`src/hdl/cbtf_pkg.sv`:
```
// Shared types, constants and helper functions for the caption block timestamp framer.
// Used by the top level; it has no dependencies of its own.
package cbtf_pkg;

  localparam int MAX_BLOCKS = 32;
  localparam int CNT_W      = 6;
  localparam int TIME_W     = 64;
  localparam int ENTRY_W    = 24;
  localparam int ADDR_W     = 3;

  localparam logic [TIME_W-1:0] EOS_TIME_OFFSET = TIME_W'(1001 / 30);
  localparam logic [CNT_W-1:0]  EOS_BLOCK_COUNT = CNT_W'(2);
  localparam logic [7:0]        PAD_BYTE        = 8'h80;
  localparam logic [7:0]        EOS_FIRST_BYTE0 = 8'h04;
  localparam logic [7:0]        EOS_SECOND_BYTE0 = 8'h05;
  localparam logic [1:0]        CC_TYPE_3       = 2'd3;
  localparam logic [1:0]        CC_TYPE_1       = 2'd1;

  // Word index of the keep_padding register (paddr[2]).
  localparam logic REG_KEEP_PAD = 1'b0;

  localparam logic MODE_BLOCK = 1'b0;
  localparam logic MODE_EOS   = 1'b1;
  localparam logic KIND_HDR   = 1'b0;
  localparam logic KIND_BLK   = 1'b1;

  typedef enum logic [3:0] {
    ST_IDLE,
    ST_PRUNE,
    ST_PRUNE_CHK,
    ST_HDR,
    ST_BLK,
    ST_STORE,
    ST_EOS_HDR,
    ST_EOS_B0,
    ST_EOS_B1
  } state_e;

  // An entry is stored as {byte0, byte1, byte2}.
  function automatic logic is_storable(input logic [7:0] b0);
    return b0[2] || (b0[1:0] == CC_TYPE_3);
  endfunction

  function automatic logic is_trimmable(input logic [ENTRY_W-1:0] e, input logic keep);
    logic pad;
    pad = e[18] && (e[17:16] <= CC_TYPE_1) && !keep &&
          (e[15:8] == PAD_BYTE) && (e[7:0] == PAD_BYTE);
    return pad || !is_storable(e[23:16]);
  endfunction

endpackage

```
`src/hdl/cbtf_ram.sv`:
```
// Generic single-write, single-read synchronous RAM with a registered read port.
// Stand-alone; no package dependencies.
module cbtf_ram #(
  parameter int Width = 8,
  parameter int Depth = 2
) (
  input  logic                     clk_i,
  input  logic                     we_i,
  input  logic [$clog2(Depth)-1:0] waddr_i,
  input  logic [Width-1:0]         wdata_i,
  input  logic                     re_i,
  input  logic [$clog2(Depth)-1:0] raddr_i,
  output logic [Width-1:0]         rdata_o
);

  logic [Width-1:0] mem [Depth];
  logic [Width-1:0] rdata_q;

  always_ff @(posedge clk_i) begin
    if (we_i) begin
      mem[waddr_i] <= wdata_i;
    end
    if (re_i) begin
      rdata_q <= mem[raddr_i];
    end
  end

  assign rdata_o = rdata_q;

endmodule

```
`src/hdl/caption_block_timestamp_framer_top.sv`:
```
// Top level of the caption block timestamp framer: control sequencer, output register,
// configuration port and the block store. Depends on cbtf_pkg and cbtf_ram.
//
// Usage: caption blocks (mode 0) or an end-of-stream marker (mode 1) enter on the input
// valid/ready channel, one transaction per item. Blocks with equal timestamps are kept in
// the block store. A change of timestamp, a full store or an end-of-stream marker flushes
// the group: a header item (previous timestamp, count) and then the stored blocks leave on
// the output valid/ready channel. Trailing padding blocks are trimmed first, one store read
// per cycle, unless keep_padding is set or the store is full. End of stream adds a header and
// two fixed blocks. The last result caused by an input carries last = 1.
// Stored blocks are read out through the single read port of the block store, one entry
// per cycle while the output is not stalled. Only one item is in work at a time. The output
// register lets a new item be accepted while a result waits, and a stall on the output only
// holds the sequencer in its emit states.
// Reset empties the store, sets the previous timestamp to -1 and clears keep_padding.
// The store contents are not cleared; only entries written since are ever read.
module caption_block_timestamp_framer_top #(
  parameter int MaxBlocks = cbtf_pkg::MAX_BLOCKS
) (
  input  logic                                  clk_i,
  input  logic                                  rst_ni,
  input  logic                                  psel,
  input  logic                                  penable,
  input  logic                                  pwrite,
  input  logic [cbtf_pkg::ADDR_W-1:0]           paddr,
  input  logic [31:0]                           pwdata,
  output logic [31:0]                           prdata,
  output logic                                  pready,
  input  logic                                  in_valid_i,
  output logic                                  in_ready_o,
  input  logic                                  mode_i,
  input  logic signed [cbtf_pkg::TIME_W-1:0]    timestamp_i,
  input  logic [7:0]                            cc_byte0_i,
  input  logic [7:0]                            cc_byte1_i,
  input  logic [7:0]                            cc_byte2_i,
  output logic                                  out_valid_o,
  input  logic                                  out_ready_i,
  output logic                                  kind_o,
  output logic signed [cbtf_pkg::TIME_W-1:0]    header_time_o,
  output logic [cbtf_pkg::CNT_W-1:0]            block_count_o,
  output logic [7:0]                            out_byte0_o,
  output logic [7:0]                            out_byte1_o,
  output logic [7:0]                            out_byte2_o,
  output logic                                  last_o
);

  localparam int AW = $clog2(MaxBlocks);
  localparam logic [cbtf_pkg::CNT_W-1:0] MaxCnt = cbtf_pkg::CNT_W'(MaxBlocks);

  cbtf_pkg::state_e state_q, state_d;

  logic                                keep_q;
  logic [cbtf_pkg::CNT_W-1:0]          cnt_q, cnt_d;
  logic [AW-1:0]                       idx_q, idx_d;
  logic [cbtf_pkg::TIME_W-1:0]         prev_q, prev_d;
  logic                                mode_q, mode_d;
  logic [cbtf_pkg::TIME_W-1:0]         ts_q, ts_d;
  logic [cbtf_pkg::ENTRY_W-1:0]        blk_q, blk_d;

  logic                                ov_q, ov_d;
  logic                                kind_q, kind_d;
  logic [cbtf_pkg::TIME_W-1:0]         otime_q, otime_d;
  logic [cbtf_pkg::CNT_W-1:0]          ocnt_q, ocnt_d;
  logic [cbtf_pkg::ENTRY_W-1:0]        obytes_q, obytes_d;
  logic                                olast_q, olast_d;

  logic                                mem_we, mem_re;
  logic [AW-1:0]                       mem_waddr, mem_raddr;
  logic [cbtf_pkg::ENTRY_W-1:0]        mem_rdata;

  logic                                slot_free;
  logic                                in_fire;
  logic                                flush;
  logic [cbtf_pkg::CNT_W-1:0]          idx_next;

  assign pready = 1'b1;
  assign prdata = (paddr[2] == cbtf_pkg::REG_KEEP_PAD) ? {31'b0, keep_q} : 32'b0;

  always_ff @(posedge clk_i or negedge rst_ni) begin
    if (!rst_ni) begin
      keep_q <= 1'b0;
    end else if (psel && penable && pwrite && pready &&
                 (paddr[2] == cbtf_pkg::REG_KEEP_PAD)) begin
      keep_q <= pwdata[0];
    end
  end

  cbtf_ram #(
    .Width(cbtf_pkg::ENTRY_W),
    .Depth(MaxBlocks)
  ) u_store (
    .clk_i  (clk_i),
    .we_i   (mem_we),
    .waddr_i(mem_waddr),
    .wdata_i(blk_q),
    .re_i   (mem_re),
    .raddr_i(mem_raddr),
    .rdata_o(mem_rdata)
  );

  assign in_ready_o = (state_q == cbtf_pkg::ST_IDLE);
  assign in_fire    = in_valid_i && in_ready_o;
  assign slot_free  = !ov_q || out_ready_i;
  assign flush      = ((prev_q != timestamp_i) && (prev_q != '1)) ||
                      (mode_i == cbtf_pkg::MODE_EOS) || (cnt_q == MaxCnt);
  assign idx_next   = cbtf_pkg::CNT_W'(idx_q) + cbtf_pkg::CNT_W'(1);

  always_comb begin
    state_d   = state_q;
    cnt_d     = cnt_q;
    idx_d     = idx_q;
    prev_d    = prev_q;
    mode_d    = mode_q;
    ts_d      = ts_q;
    blk_d     = blk_q;
    mem_we    = 1'b0;
    mem_re    = 1'b0;
    mem_waddr = cnt_q[AW-1:0];
    mem_raddr = cnt_q[AW-1:0] - AW'(1);
    kind_d    = kind_q;
    otime_d   = otime_q;
    ocnt_d    = ocnt_q;
    obytes_d  = obytes_q;
    olast_d   = olast_q;
    ov_d      = out_ready_i ? 1'b0 : ov_q;

    unique case (state_q)
      cbtf_pkg::ST_IDLE: begin
        if (in_fire) begin
          mode_d = mode_i;
          ts_d   = timestamp_i;
          blk_d  = {cc_byte0_i, cc_byte1_i, cc_byte2_i};
          if (flush && (cnt_q != MaxCnt)) begin
            state_d = cbtf_pkg::ST_PRUNE;
          end else if (flush) begin
            state_d = cbtf_pkg::ST_HDR;
          end else begin
            state_d = cbtf_pkg::ST_STORE;
          end
        end
      end
      cbtf_pkg::ST_PRUNE: begin
        if (cnt_q == '0) begin
          state_d = cbtf_pkg::ST_HDR;
        end else begin
          mem_re  = 1'b1;
          state_d = cbtf_pkg::ST_PRUNE_CHK;
        end
      end
      cbtf_pkg::ST_PRUNE_CHK: begin
        if (cbtf_pkg::is_trimmable(mem_rdata, keep_q)) begin
          cnt_d = cnt_q - cbtf_pkg::CNT_W'(1);
          if (cnt_q == cbtf_pkg::CNT_W'(1)) begin
            state_d = cbtf_pkg::ST_HDR;
          end else begin
            mem_re    = 1'b1;
            mem_raddr = cnt_q[AW-1:0] - AW'(2);
          end
        end else begin
          state_d = cbtf_pkg::ST_HDR;
        end
      end
      cbtf_pkg::ST_HDR: begin
        if (cnt_q == '0) begin
          state_d = cbtf_pkg::ST_STORE;
        end else if (slot_free) begin
          ov_d      = 1'b1;
          kind_d    = cbtf_pkg::KIND_HDR;
          otime_d   = prev_q;
          ocnt_d    = cnt_q;
          obytes_d  = '0;
          olast_d   = 1'b0;
          mem_re    = 1'b1;
          mem_raddr = '0;
          idx_d     = '0;
          state_d   = cbtf_pkg::ST_BLK;
        end
      end
      cbtf_pkg::ST_BLK: begin
        if (slot_free) begin
          ov_d     = 1'b1;
          kind_d   = cbtf_pkg::KIND_BLK;
          otime_d  = '0;
          ocnt_d   = '0;
          obytes_d = mem_rdata;
          olast_d  = (idx_next == cnt_q) && (mode_q == cbtf_pkg::MODE_BLOCK);
          if (idx_next == cnt_q) begin
            cnt_d   = '0;
            state_d = cbtf_pkg::ST_STORE;
          end else begin
            mem_re    = 1'b1;
            mem_raddr = idx_next[AW-1:0];
            idx_d     = idx_next[AW-1:0];
          end
        end
      end
      cbtf_pkg::ST_STORE: begin
        if (mode_q == cbtf_pkg::MODE_EOS) begin
          prev_d  = ts_q - cbtf_pkg::EOS_TIME_OFFSET;
          cnt_d   = '0;
          state_d = cbtf_pkg::ST_EOS_HDR;
        end else begin
          prev_d = ts_q;
          if (cbtf_pkg::is_storable(blk_q[23:16]) && (cnt_q < MaxCnt)) begin
            mem_we = 1'b1;
            cnt_d  = cnt_q + cbtf_pkg::CNT_W'(1);
          end
          state_d = cbtf_pkg::ST_IDLE;
        end
      end
      cbtf_pkg::ST_EOS_HDR: begin
        if (slot_free) begin
          ov_d     = 1'b1;
          kind_d   = cbtf_pkg::KIND_HDR;
          otime_d  = prev_q;
          ocnt_d   = cbtf_pkg::EOS_BLOCK_COUNT;
          obytes_d = '0;
          olast_d  = 1'b0;
          state_d  = cbtf_pkg::ST_EOS_B0;
        end
      end
      cbtf_pkg::ST_EOS_B0: begin
        if (slot_free) begin
          ov_d     = 1'b1;
          kind_d   = cbtf_pkg::KIND_BLK;
          otime_d  = '0;
          ocnt_d   = '0;
          obytes_d = {cbtf_pkg::EOS_FIRST_BYTE0, cbtf_pkg::PAD_BYTE, cbtf_pkg::PAD_BYTE};
          olast_d  = 1'b0;
          state_d  = cbtf_pkg::ST_EOS_B1;
        end
      end
      cbtf_pkg::ST_EOS_B1: begin
        if (slot_free) begin
          ov_d     = 1'b1;
          kind_d   = cbtf_pkg::KIND_BLK;
          otime_d  = '0;
          ocnt_d   = '0;
          obytes_d = {cbtf_pkg::EOS_SECOND_BYTE0, cbtf_pkg::PAD_BYTE, cbtf_pkg::PAD_BYTE};
          olast_d  = 1'b1;
          state_d  = cbtf_pkg::ST_IDLE;
        end
      end
      default: begin
        state_d = cbtf_pkg::ST_IDLE;
      end
    endcase
  end

  always_ff @(posedge clk_i or negedge rst_ni) begin
    if (!rst_ni) begin
      state_q <= cbtf_pkg::ST_IDLE;
      cnt_q   <= '0;
      prev_q  <= '1;
      ov_q    <= 1'b0;
    end else begin
      state_q <= state_d;
      cnt_q   <= cnt_d;
      prev_q  <= prev_d;
      ov_q    <= ov_d;
    end
  end

  always_ff @(posedge clk_i) begin
    idx_q    <= idx_d;
    mode_q   <= mode_d;
    ts_q     <= ts_d;
    blk_q    <= blk_d;
    kind_q   <= kind_d;
    otime_q  <= otime_d;
    ocnt_q   <= ocnt_d;
    obytes_q <= obytes_d;
    olast_q  <= olast_d;
  end

  assign out_valid_o   = ov_q;
  assign kind_o        = kind_q;
  assign header_time_o = otime_q;
  assign block_count_o = ocnt_q;
  assign out_byte0_o   = obytes_q[23:16];
  assign out_byte1_o   = obytes_q[15:8];
  assign out_byte2_o   = obytes_q[7:0];
  assign last_o        = olast_q;

`ifndef ASSERT_OFF
  a_cnt_bound: assert property (@(posedge clk_i) disable iff (!rst_ni)
    cnt_q <= MaxCnt)
    else $error("Stored block count exceeds the store depth.");

  a_blk_idx: assert property (@(posedge clk_i) disable iff (!rst_ni)
    (state_q == cbtf_pkg::ST_BLK) |-> (cbtf_pkg::CNT_W'(idx_q) < cnt_q))
    else $error("Block read index is beyond the group.");

  a_store_exit: assert property (@(posedge clk_i) disable iff (!rst_ni)
    (state_q == cbtf_pkg::ST_STORE) |=>
      ((state_q == cbtf_pkg::ST_IDLE) || (state_q == cbtf_pkg::ST_EOS_HDR)))
    else $error("Sequencer left the store step for an unexpected state.");

  a_write_ok: assert property (@(posedge clk_i) disable iff (!rst_ni)
    mem_we |-> (cbtf_pkg::is_storable(blk_q[23:16]) && (state_q == cbtf_pkg::ST_STORE)))
    else $error("Block store written with an entry that must not be stored.");
`endif

endmodule

```
`config.mk`:
```
export PLATFORM = sky130hd
export DESIGN_NAME = caption_block_timestamp_framer_top
export DESIGN_NICKNAME = d
export VERILOG_FILES = /design/src/hdl/cbtf_pkg.sv /design/src/hdl/cbtf_ram.sv /design/src/hdl/caption_block_timestamp_framer_top.sv
export SDC_FILE = /design/constraint.sdc
export NUM_CORES = 1
export LEC_CHECK = 0
export BUFFER_PORTS_ARGS = -buffer_cell sky130_fd_sc_hd__buf_2
export CAP_MARGIN = 15
export CORE_ASPECT_RATIO = 0.8
export CORE_MARGIN = 1.5
export CORE_UTILIZATION = 61
export CTS_CLUSTER_DIAMETER = 30
export DETAILED_ROUTE_END_ITERATION = 16
export PLACE_DENSITY_LB_ADDON = 0.25
export SLEW_MARGIN = 10
export SYNTH_ARGS = -nofsm -noshare
export SYNTH_HDL_FRONTEND = slang
export SYNTH_SLANG_ARGS = --single-unit
```
`constraint.sdc`:
```
create_clock -name clk_i -period 6.68 [get_ports clk_i]
set_input_delay 0.334 -clock clk_i [delete_from_list [all_inputs] [get_ports clk_i]]
set_output_delay 0.334 -clock clk_i [all_outputs]
set_load 0.01 [all_outputs]
```
-- Yosys cells after proc, flatten, opt, wreduce, memory -nomap -nowiden
Memories as Yosys holds them, arrays and structs flattened. A register that Yosys moved wholly into a read port is not among the register bits.
Cells that the tools add are included.
- memories: 1
- bits in writable memories: 768
- register bits after elaboration: 266
- output and inout port bits: 131
- input port bits: 131
- logic and storage cells: 171
- memories (memory ; depth ; width ; rd ports ; clocked after memory_dff ; write ports ; RTL line ; source):
    u_store.mem ; 32 ; 24 ; 1 ; 1 ; 1 ; cbtf_ram.sv:16 ; logic [Width-1:0] mem [Depth];
- magnitude comparators: 2
- add/sub/neg operators: 6
- reductions and logical operators: 39
- mux-type cells: 75
- equal/unequal tests: 32
- bitwise gates (word level): 2
- operator list (operator ; count):
    $mux W64 ; 4
    $pmux W64 S3 ; 1
    $mux W24 ; 5
    $pmux W24 S5 ; 1
    $ne A64 B64 Y1 ; 1
    $ne A64 B64 Y1 const B ; 1
    $sub A64 B6 Y64 const B ; 1
    $mux W6 ; 9
    $mux W5 ; 10
    $mux W4 ; 10
    $pmux W4 S9 ; 1
    $pmux W6 S3 ; 2
    $mux W1 ; 23
    $reduce_and A5 Y1 ; 4
    $ne A2 B2 Y1 const B ; 9
    $eq A4 B3 Y1 const B ; 4
    $eq A8 B8 Y1 const B ; 2
    $pmux W5 S3 ; 1
    $logic_and A1 B1 Y1 ; 12
    $pmux W5 S2 ; 1
    $mux W3 ; 3
    $ne A3 B3 Y1 const B ; 3
    $eq A4 B2 Y1 const B ; 2
    $pmux W1 S4 ; 2
    33 further kinds ; 44

-- Longest topological paths before layout
Gate-level depths: netlist of run 1.
- word-level depth: 8
- gate-level depth with buffers: 16
- mapped depth without buffers: 12

-- Modules after synthesis
Synthesis of run 1 repeated with hierarchy kept, for this count alone.
- cells, all modules: 2956
- area, all modules: 44222.4 um^2
- by module, submodules not included (module ; seq. area each (um^2) ; cells an instance ; instances ; area an instance (um^2)):
    cbtf_ram ; 23782.8 ; 1711 ; 1 ; 30720.7
    caption_block_timestamp_framer_top ; 7687.4 ; 1245 ; 1 ; 13501.7

-- Worst setup path before layout of run 1
Ideal clock, no wire load.
- kind: register -> register
- start point: register cnt_q[0] (netlist bit)
- end point: register otime_q (netlist bit header_time_o[0]) (enable)
- data arrival time: 4883 ps
- stages on the path, launching flop included: 9
- path buffers: 3
- required time: 6170 ps
- path slack: 1288 ps
- setup time: 510 ps
- clock period less this slack: 5392 ps
- cell sequence: dfrtp_1 -> buf_1 -> inv_1 -> ha_1 -> clkbuf_1 -> a21o_1 -> and2_1 -> clkbuf_1 -> a21oi_1
- cells in the longest elaborated chain, start to end: 3
- ends and longest elaborated chain (what ; RTL line ; source):
    start: declaration ; caption_block_timestamp_framer_top.sv:53 ; logic [cbtf_pkg::CNT_W-1:0] cnt_q, cnt_d;
    start signal: assignment ; caption_block_timestamp_framer_top.sv:258 ; cnt_q <= cnt_d;
    $logic_not A6 Y1 ; caption_block_timestamp_framer_top.sv:164 ; if (cnt_q == '0) begin
    $ne A2 B2 Y1 (no source line) ; - ;
    $reduce_and A3 Y1 (no source line) ; - ;
    end signal: assignment ; caption_block_timestamp_framer_top.sv:270 ; otime_q <= otime_d;
    end: declaration ; caption_block_timestamp_framer_top.sv:62 ; logic [cbtf_pkg::TIME_W-1:0] otime_q, otime_d;
Every way passes these cells.
A chain may end at the register's enable or synchronous reset.

-- Worst setup path in the final report of run 1
- start point: register u_store.rdata_q[3] (netlist: u_store.rdata_o[3]) (read register of u_store.mem)
- end point: register u_store.rdata_q[20] (netlist: u_store.rdata_o[20]) (read register of u_store.mem) (data pin)
- cells in the longest elaborated chain, start to end: 5
- elaborated cells between the ends (all ways): 7
- classes of those cells: eq/ne (1); mux (4); reduce/logical (2)
- ends and longest elaborated chain (what ; RTL line ; source):
    start: declaration ; cbtf_ram.sv:17 ; logic [Width-1:0] rdata_q;
    $eq A8 B8 Y1 * ; cbtf_pkg.sv:47 ; (e[15:8] == PAD_BYTE) && (e[7:0] == PAD_BYTE);
    $logic_and A1 B1 Y1 * ; cbtf_pkg.sv:47 ;
    $logic_or A1 B1 Y1 * ; cbtf_pkg.sv:48 ; return pad || !is_storable(e[23:16]);
    $mux W1 / $mux W5 (equally long branches) ; caption_block_timestamp_framer_top.sv:151 ; if (cbtf_pkg::is_trimmable(mem_rdata, keep_q)) begin
    $pmux W1 S4 / $pmux W5 S3 (equally long branches) ; caption_block_timestamp_framer_top.sv:127 ; unique case (state_q)
Every way passes the cells marked *; elsewhere a longest branch is shown, timed or not.

==> metrics.md, run 1 <==
| Metric | Value |
|---|---|
| Proportion of register bits with asynchronous set or reset after synthesis | 0.0718 |
| CTS Root Cell | sky130_fd_sc_hd__clkbuf_16 |
| Leftover overflow at the end of global routing | 0 |
| Worst hold slack after final layout | 0.130 ns |
| Detail Route Antenna Nets | 0 |
| Width of the die | 304 um |
| Post-Route WL | roughly 120000 um |
| Setup repair after global routing missed its margin | no |
| Area fraction of the dominant cell type after synthesis | 0.668 |
| Busiest layer in global routing | met2 |
| HP Class | in2async |
| Post-synthesis register bit count | ~1100 |
| Reg-to-reg startpoint | u_store.rdata_o[3] |
| TritonRoute pass-1 iters | 5 |
| Number of DRC violations after detailed routing | 0 |
| Most numerous cell in the Yosys netlist | sky130_fd_sc_hd__edfxtp_1 |
| Fin. Hold Viols | 0 |
| Kind of start point of the critical path | register |
| Routing usage on met1 | 0.472 |
| Remaining max-slew budget at the tightest pin | 0.157 |
| Largest net degree at the start of global routing | 150 |
| Highest clock rate | 175 MHz |
| Max Buffers Root-to-Sink | 3 |
| Reported leakage power | 0.0182 uW |
| Detail Placement HPWL | 71900 um |
| Setup TNS | 0 ns |
| Clock net sink count | 1058 |
| Synth area leaders | sky130_fd_sc_hd__edfxtp_1 67%, sky130_fd_sc_hd__dfstp_2 3.8%, sky130_fd_sc_hd__nand2_1 3.8%, sky130_fd_sc_hd__a211oi_1 3.6%, sky130_fd_sc_hd__and3_1 3.0% |
| Total die area | 0.0740 mm2 |
| Worst setup timing slack at the placement stage | 1.33 ns |
| Final setup violating endpoints | 0 |
| End of the worst register-to-register path | u_store.rdata_o[20] |
| Die Y | around 240 um |
| Avg Cell Area, Syn | approximately 14 um2 |
| Count of buffers added by post-CTS timing repair for setup | 0 |
| Overall fraction of global-route tracks in use | 0.331 |
| Share of synthesized area occupied by flip-flops and latches | 0.712 |
| Category of the most critical setup path | reg2reg |
| Utilization of the core after routing | 0.724 |
| Share of post-route cells with drive strength above 1 | 0.191 |
| Number of slew-limit violations in the final report | 0 |
| Post-synth top cells | 982 x sky130_fd_sc_hd__edfxtp_1, 448 x sky130_fd_sc_hd__nand2_1, 213 x sky130_fd_sc_hd__and3_1, 211 x sky130_fd_sc_hd__a211oi_1, 112 x sky130_fd_sc_hd__clkbuf_1 |
| Type of element capturing the critical path | register |
| Final weighted congestion in routability-driven placement | 0.966 |
| Warning count from the yosys run | 0 |
| Area grow syn2layout | 17.9% |
| Final worst-path cycle share | 0.854 |
| Starting density of the core | 0.614 |
| Worst vdd ir | 0.000595 V |
| Status | complete, no violations |
| Summed instance area of the synthesized netlist | between 0.04 and 0.05 mm2 |
| Number of enable flip-flop cells after synthesis | 982 |
| Arrival time at the worst endpoint | about 6 ns |
| Worst Clk Skew | ~0.030 ns |
| Final routed wire length divided by cell count | about 27 um |
| CTS H-Tree Depth | 4 |
| Core Box Area | 0.0719 mm2 |
| Total number of vias | slightly below 30000 |
| Global routing usage on met2 | 0.494 |
| Worst endpoint required time | around 7 ns |
| Dominant synthesized flop cell | sky130_fd_sc_hd__edfxtp_1 |
| Maximum fanout along the worst path | 73 |
| Routed vias/inst | between 6 and 7 |
| Number of cells on the worst reg-to-reg path | 11 |
| Number of global-route vias before repair | 28853 |
| Initial drt markers | 4080 |
| Power density over the cells | 559 mW/mm2 |
| Worst-margin pin slew | 1.25 ns |
| Global-route wire length before repair | 181000 um |
| Post-Syn Instances | 3133 |
| Filler cells | approximately 4400 |
| Clock latency of the later-clocked register in the worst-skew pair | 0.75 ns |
| Port buffer count | 196 |
| Synth unique cells | between 80 and 90 |
| Global-route track usage on met3 | 0.0840 |
| Clock tree from TritonCTS | built |
| Ports placed on the boundary | 262 |
| Clock slew at reported path FFs | 0.06 ns |
| Maxcap violations | 0 |
| Number of antenna violations at the first check in global routing | 6 |
| Cell taking the most area after synthesis | sky130_fd_sc_hd__edfxtp_1 |
| Slack of the worst reg-to-reg path | 0.97 ns |
| Final critical delay including setup and external delays | approximately 5.7 ns |
| Minimum setup slack in the final design | 0.974 ns |
| TritonCTS buffer count | 149 |
| Final net count | ~3600 |
| Number of rows in the core area | 88 |
-- state kept, by name, indices dropped and copies added (netlist names) --
signal and cells:
blk_q 24, block_count_o 6, cnt_q 6, header_time_o 64, idx_q 5, keep_q 1, kind_o 1, last_o 1
mode_q 1, obytes_q 24, out_valid_o 1, prev_q 64, state_q 4, ts_q 64, u_store.mem 768, u_store.rdata_o 24
-- metal layers --
metal  vias to the layer above  routed length (um)
met5                         -                  27
met4                         4                3920
met3                       298               14600
met2                      2058               56900
met1                     14782               48200
li1                      12626                   -
-- where the power goes --
group	total [uW]	switching (uW)	internal (uW)
logic	11500	7750	3730
registers	9620	922	8700
clock network	8020	3090	4930
-- cell type report --
cell class              count  area, um2  share of cell area
repair buffers            359       2560              0.0491
clock inverters           105       1230              0.0237
inverters                  12       45.0            0.000865
diodes                      3       7.51            0.000144
multi-input cells        1853      11700               0.224
flip-flops and latches   1058      31500               0.604
clock buffers             173       3900              0.0749
well taps                 945       1180              0.0227
-- how the worst max path moves through the flow --
stage,from,end,slack [ns],cells after the start
global route,u_store.rdata_o[3],u_store.rdata_o[3],0.89,11
floorplan,cnt_q[0],header_time_o[0],1.29,8
finish,u_store.rdata_o[3],u_store.rdata_o[20],0.97,11
CTS,u_store.rdata_o[3],u_store.rdata_o[3],1.13,11
global placement,u_store.rdata_o[3],u_store.rdata_o[3],1.39,11
detailed placement,u_store.rdata_o[3],u_store.rdata_o[20],1.33,11
-- cell usage in the layout, fill, tap and decap left out, types with 92 or more instances in the layout --
cell                            Yosys  routed
sky130_fd_sc_hd__a211oi_1         211     211
sky130_fd_sc_hd__a31oi_1           98      98
sky130_fd_sc_hd__and3_1           213     211
sky130_fd_sc_hd__buf_2             66     195
sky130_fd_sc_hd__clkbuf_16          0     152
sky130_fd_sc_hd__dlygate4sd3_1      0      92
sky130_fd_sc_hd__edfxtp_1         982     982
sky130_fd_sc_hd__nand2_1          448     445
sky130_fd_sc_hd__o21ai_0           94      94
-- cell families (layout without fill, tap and decap cells) --
family / after synthesis / count (layout) / synth area share
xor+xnor: 136 / 136 / 0.0271
other cells: 2 / 35 / 0.000170
buf+inv: 252 / 649 / 0.0295
simple gates: 942 / 942 / 0.105
fa+ha+maj: 9 / 9 / 0.00255
compound gates: 656 / 656 / 0.0988
flops: 1058 / 1058 / 0.712
mux: 78 / 78 / 0.0245
-- critical path: stages, from the launching register on --
cell and delay [ns]:
sky130_fd_sc_hd__edfxtp_1 0.45, sky130_fd_sc_hd__nor4_1 1.06, sky130_fd_sc_hd__a21oi_1 0.42, sky130_fd_sc_hd__nor4b_4 0.75, sky130_fd_sc_hd__a22oi_4 0.15, sky130_fd_sc_hd__buf_4 0.35, sky130_fd_sc_hd__nand2_4 0.42, sky130_fd_sc_hd__buf_4 0.70
sky130_fd_sc_hd__a211oi_1 0.18, sky130_fd_sc_hd__a31oi_1 0.21, sky130_fd_sc_hd__o221ai_1 0.21, sky130_fd_sc_hd__nor3_1 0.47
-- per-stage QoR --
step,cell area (um2),total power (uW),instances
2_1_floorplan,44300,17200,3163
3_3_place_gp,45900,20300,4132
3_5_place_dp,45900,20700,4132
4_1_cts,52000,28800,4502
5_1_grt,52100,30200,4507
6_report,52100,29100,4508
-- timing repair --
| item | 4_1_cts | 5_1_grt |
|---|---|---|
| hold buffers | 92 | 0 |
| endpoints found under the hold margin | 123 | 0 |
| resized for setup | 0 | 0 |
Power figures use the tool's default switching activity.
==> inputs of run 2 (changes only) <==
--- a/config.mk
+++ b/config.mk
@@ -8,7 +8,7 @@
 export BUFFER_PORTS_ARGS = -buffer_cell sky130_fd_sc_hd__buf_2
 export CAP_MARGIN = 15
 export CORE_ASPECT_RATIO = 0.8
-export CORE_MARGIN = 1.5
+export CORE_MARGIN = 2
 export CORE_UTILIZATION = 61
 export CTS_CLUSTER_DIAMETER = 30
 export DETAILED_ROUTE_END_ITERATION = 16
==> run 2 against run 1 <==
Compared with the run above:
- largest power group unchanged
- non-clock buffer count unchanged
- sequential share of layout area decreased by 0.11 points
- power increased by 0.28%
- critical path depth decreased by 2
- worst setup slack improved by 0.25 ns
- via count increased by 0.30%
- clock power increased by 1%
- combinational power about the same
- global-route usage decreased by 0.39 points
- first-iteration DRC count decreased by 6.7%
- highest routed layer unchanged
==> metrics.md, run 2 (synthesis results as in run 1) <==
| Metric | Value |
|---|---|
| Family with the most delay on the worst path | simple AND/OR/NAND/NOR gates |
| Utilization of the core after routing | 0.726 |
| Total number of vias | 29856 |
| CTS Root Cell | sky130_fd_sc_hd__clkbuf_16 |
| Power density over the cells | around 560 mW/mm2 |
| Post-CTS resize count | 0 |
| Final standard cell area without fillers | around 0.052 mm2 |
| Highest clock rate | 183 MHz |
| Ports placed on the boundary | 262 |
| Placement-stage cell area | 0.0459 mm2 |
| Number of flip-flops under the largest register name | roughly 770 |
| Global-route wire length before repair | 181000 um |
| Final critical delay including setup and external delays | about 5.5 ns |
| Final net count | 3579 |
| Number of global-route vias before repair | 28835 |
| Remaining max-slew budget at the tightest pin | 0.224 |
| Number of rows in the core area | between 80 and 90 |
| Clock latency of the later-clocked register in the worst-skew pair | 0.75 ns |
| Leftover overflow at the end of global routing | 0 |
| Setup TNS | 0 ns |
| Worst-margin pin slew | 1.16 ns |
| Filler cells | around 4300 |
| Clock slew at reported path FFs | 0.07 ns |
| Clock tree from TritonCTS | built |
| Maxcap violations | 0 |
| Cell type of the slowest stage on the worst timing path | sky130_fd_sc_hd__nand2_1 |
| CTS H-Tree Depth | 4 |
| Category of the most critical setup path | reg2reg |
| Max Buffers Root-to-Sink | 3 |
| TritonRoute pass-1 iters | 8 |
| Detail Route Antenna Nets | 0 |
| Maximum fanout along the worst path | 39 |
| Final worst-path cycle share | 0.817 |
| Most common cell after layout, fill and taps aside | sky130_fd_sc_hd__edfxtp_1 |
| Number of non-filler instances in the completed layout | ~4500 |
| Reported leakage power | 0.0183 uW |
| Hold buffer count at CTS | just over 90 |
| Number of slew-limit violations in the final report | 0 |
| Final weighted congestion in routability-driven placement | 0.961 |
| Status | complete, no violations |
| Type of element capturing the critical path | register |
| Clock net sink count | about 1100 |
| Tot Pwr | 29200 uW |
| Starting density of the core | 0.614 |
| Number of antenna violations at the first check in global routing | 4 |
| Post-Route WL | 123000 um |
| Initial drt markers | ~3800 |
| Worst Clk Skew | approximately 0.029 ns |
| Port buffer count | 196 |
| TritonCTS buffer count | 155 |
| Critical path's largest stage delay | 1.12 ns |
| Setup repair after global routing missed its margin | no |
| Final routed wire length divided by cell count | 27.3 um |
| Number of placed cells counting well taps | approximately 4100 |
| Routed vias/inst | 6.62 |
| Detail Placement HPWL | 71300 um |
| Detailed route wirelength on metal2 | 56800 um |
| Count of buffering cells on the critical path with inverters included | 0 |
| Total die area | between 0.07 and 0.08 mm2 |
| Worst endpoint required time | 7.26 ns |
| Kind of start point of the critical path | register |
| Critical-path cell list | nor4_1 > a21oi_1 > nor4b_4 > nor3_1 > a211oi_2 > nand3_4 > nand2_1 > o221ai_1 > nor3_1 |
| Count of buffers added by post-CTS timing repair for setup | 0 |
| Share of post-route cells with drive strength above 1 | 0.192 |
| HP Class | in2reg |
| Arrival time at the worst endpoint | 6.04 ns |
| Die Y | 245 um |
| Met3 layer wire length in the routed design | 15200 um |
| Overall fraction of global-route tracks in use | 0.327 |
| Area grow syn2layout | 18.1% |
| Largest net degree at the start of global routing | approximately 120 |
| Worst vdd ir | 0.000550 V |
| Length of routed wiring on met1 | 47000 um |
| Fin. Hold Viols | 0 |
| Width of the die | 305 um |
| Uppermost metal layer occupied by signal nets | met5 |
| Register bank with the most flops | u_store.mem |
| Number of DRC violations after detailed routing | 0 |
| Final setup violating endpoints | 0 |
| Dominant cell type by count on the critical path | sky130_fd_sc_hd__nor3_1 |
| Leading cell types in the layout, fill and taps excluded | 982 x sky130_fd_sc_hd__edfxtp_1, 445 x sky130_fd_sc_hd__nand2_1, 211 x sky130_fd_sc_hd__and3_1, 211 x sky130_fd_sc_hd__a211oi_1, 195 x sky130_fd_sc_hd__buf_2 |
| Core Box Area | 0.0719 mm2 |
## run 2: through the flow
stage	hold slack (ns)	setup WS [ns]
after global routing	0.189	1.10
after floorplan	0.0384	1.29
final	0.201	1.22
after CTS	0.161	1.41
after global placement	0.479	1.55
after detailed placement	0.483	1.49
## run 2: path summary, 6_finish.rpt
| path | start | to | slack, ns | depth (start not counted) |
|---|---|---|---|---|
| worst max-delay path | u_store.rdata_o[3] | u_store.rdata_o[10] | 1.22 | 9 |
| min in group asynchronous | rst_ni | cnt_q[3] | 0.34 | 2 |
| worst max register to register | u_store.rdata_o[3] | u_store.rdata_o[10] | 1.22 | 9 |
| worst min register to register | prev_q[50] | prev_q[50] | 0.49 | 2 |
| worst min-delay path | in_valid_i | blk_q[12] | 0.20 | 2 |
| max in group asynchronous | rst_ni | cnt_q[1] | 5.72 | 2 |
## run 2: layer usage
metal / GRT usage / vias to the layer above
met5: 0 / -
li1: - / 12649
met4: 0.124 / 4
met1: 0.464 / 14828
met2: 0.494 / 2098
met3: 0.0819 / 277
## run 2: area by class of cell
class	count	area [um2]	area share
inverters	12	45.0	0.000863
diodes	2	5.00	0.0000959
well taps	945	1180	0.0227
clock buffers	176	4050	0.0776
flip-flops and latches	1058	31500	0.603
multi-input cells	1853	11700	0.224
clock inverters	105	1160	0.0223
repair buffers	359	2580	0.0494
## run 2: power by group
part	internal, uW	switching [uW]
Combinational	3720	7770
Clock	5030	3070
Sequential	8700	917
Total	17400	11800
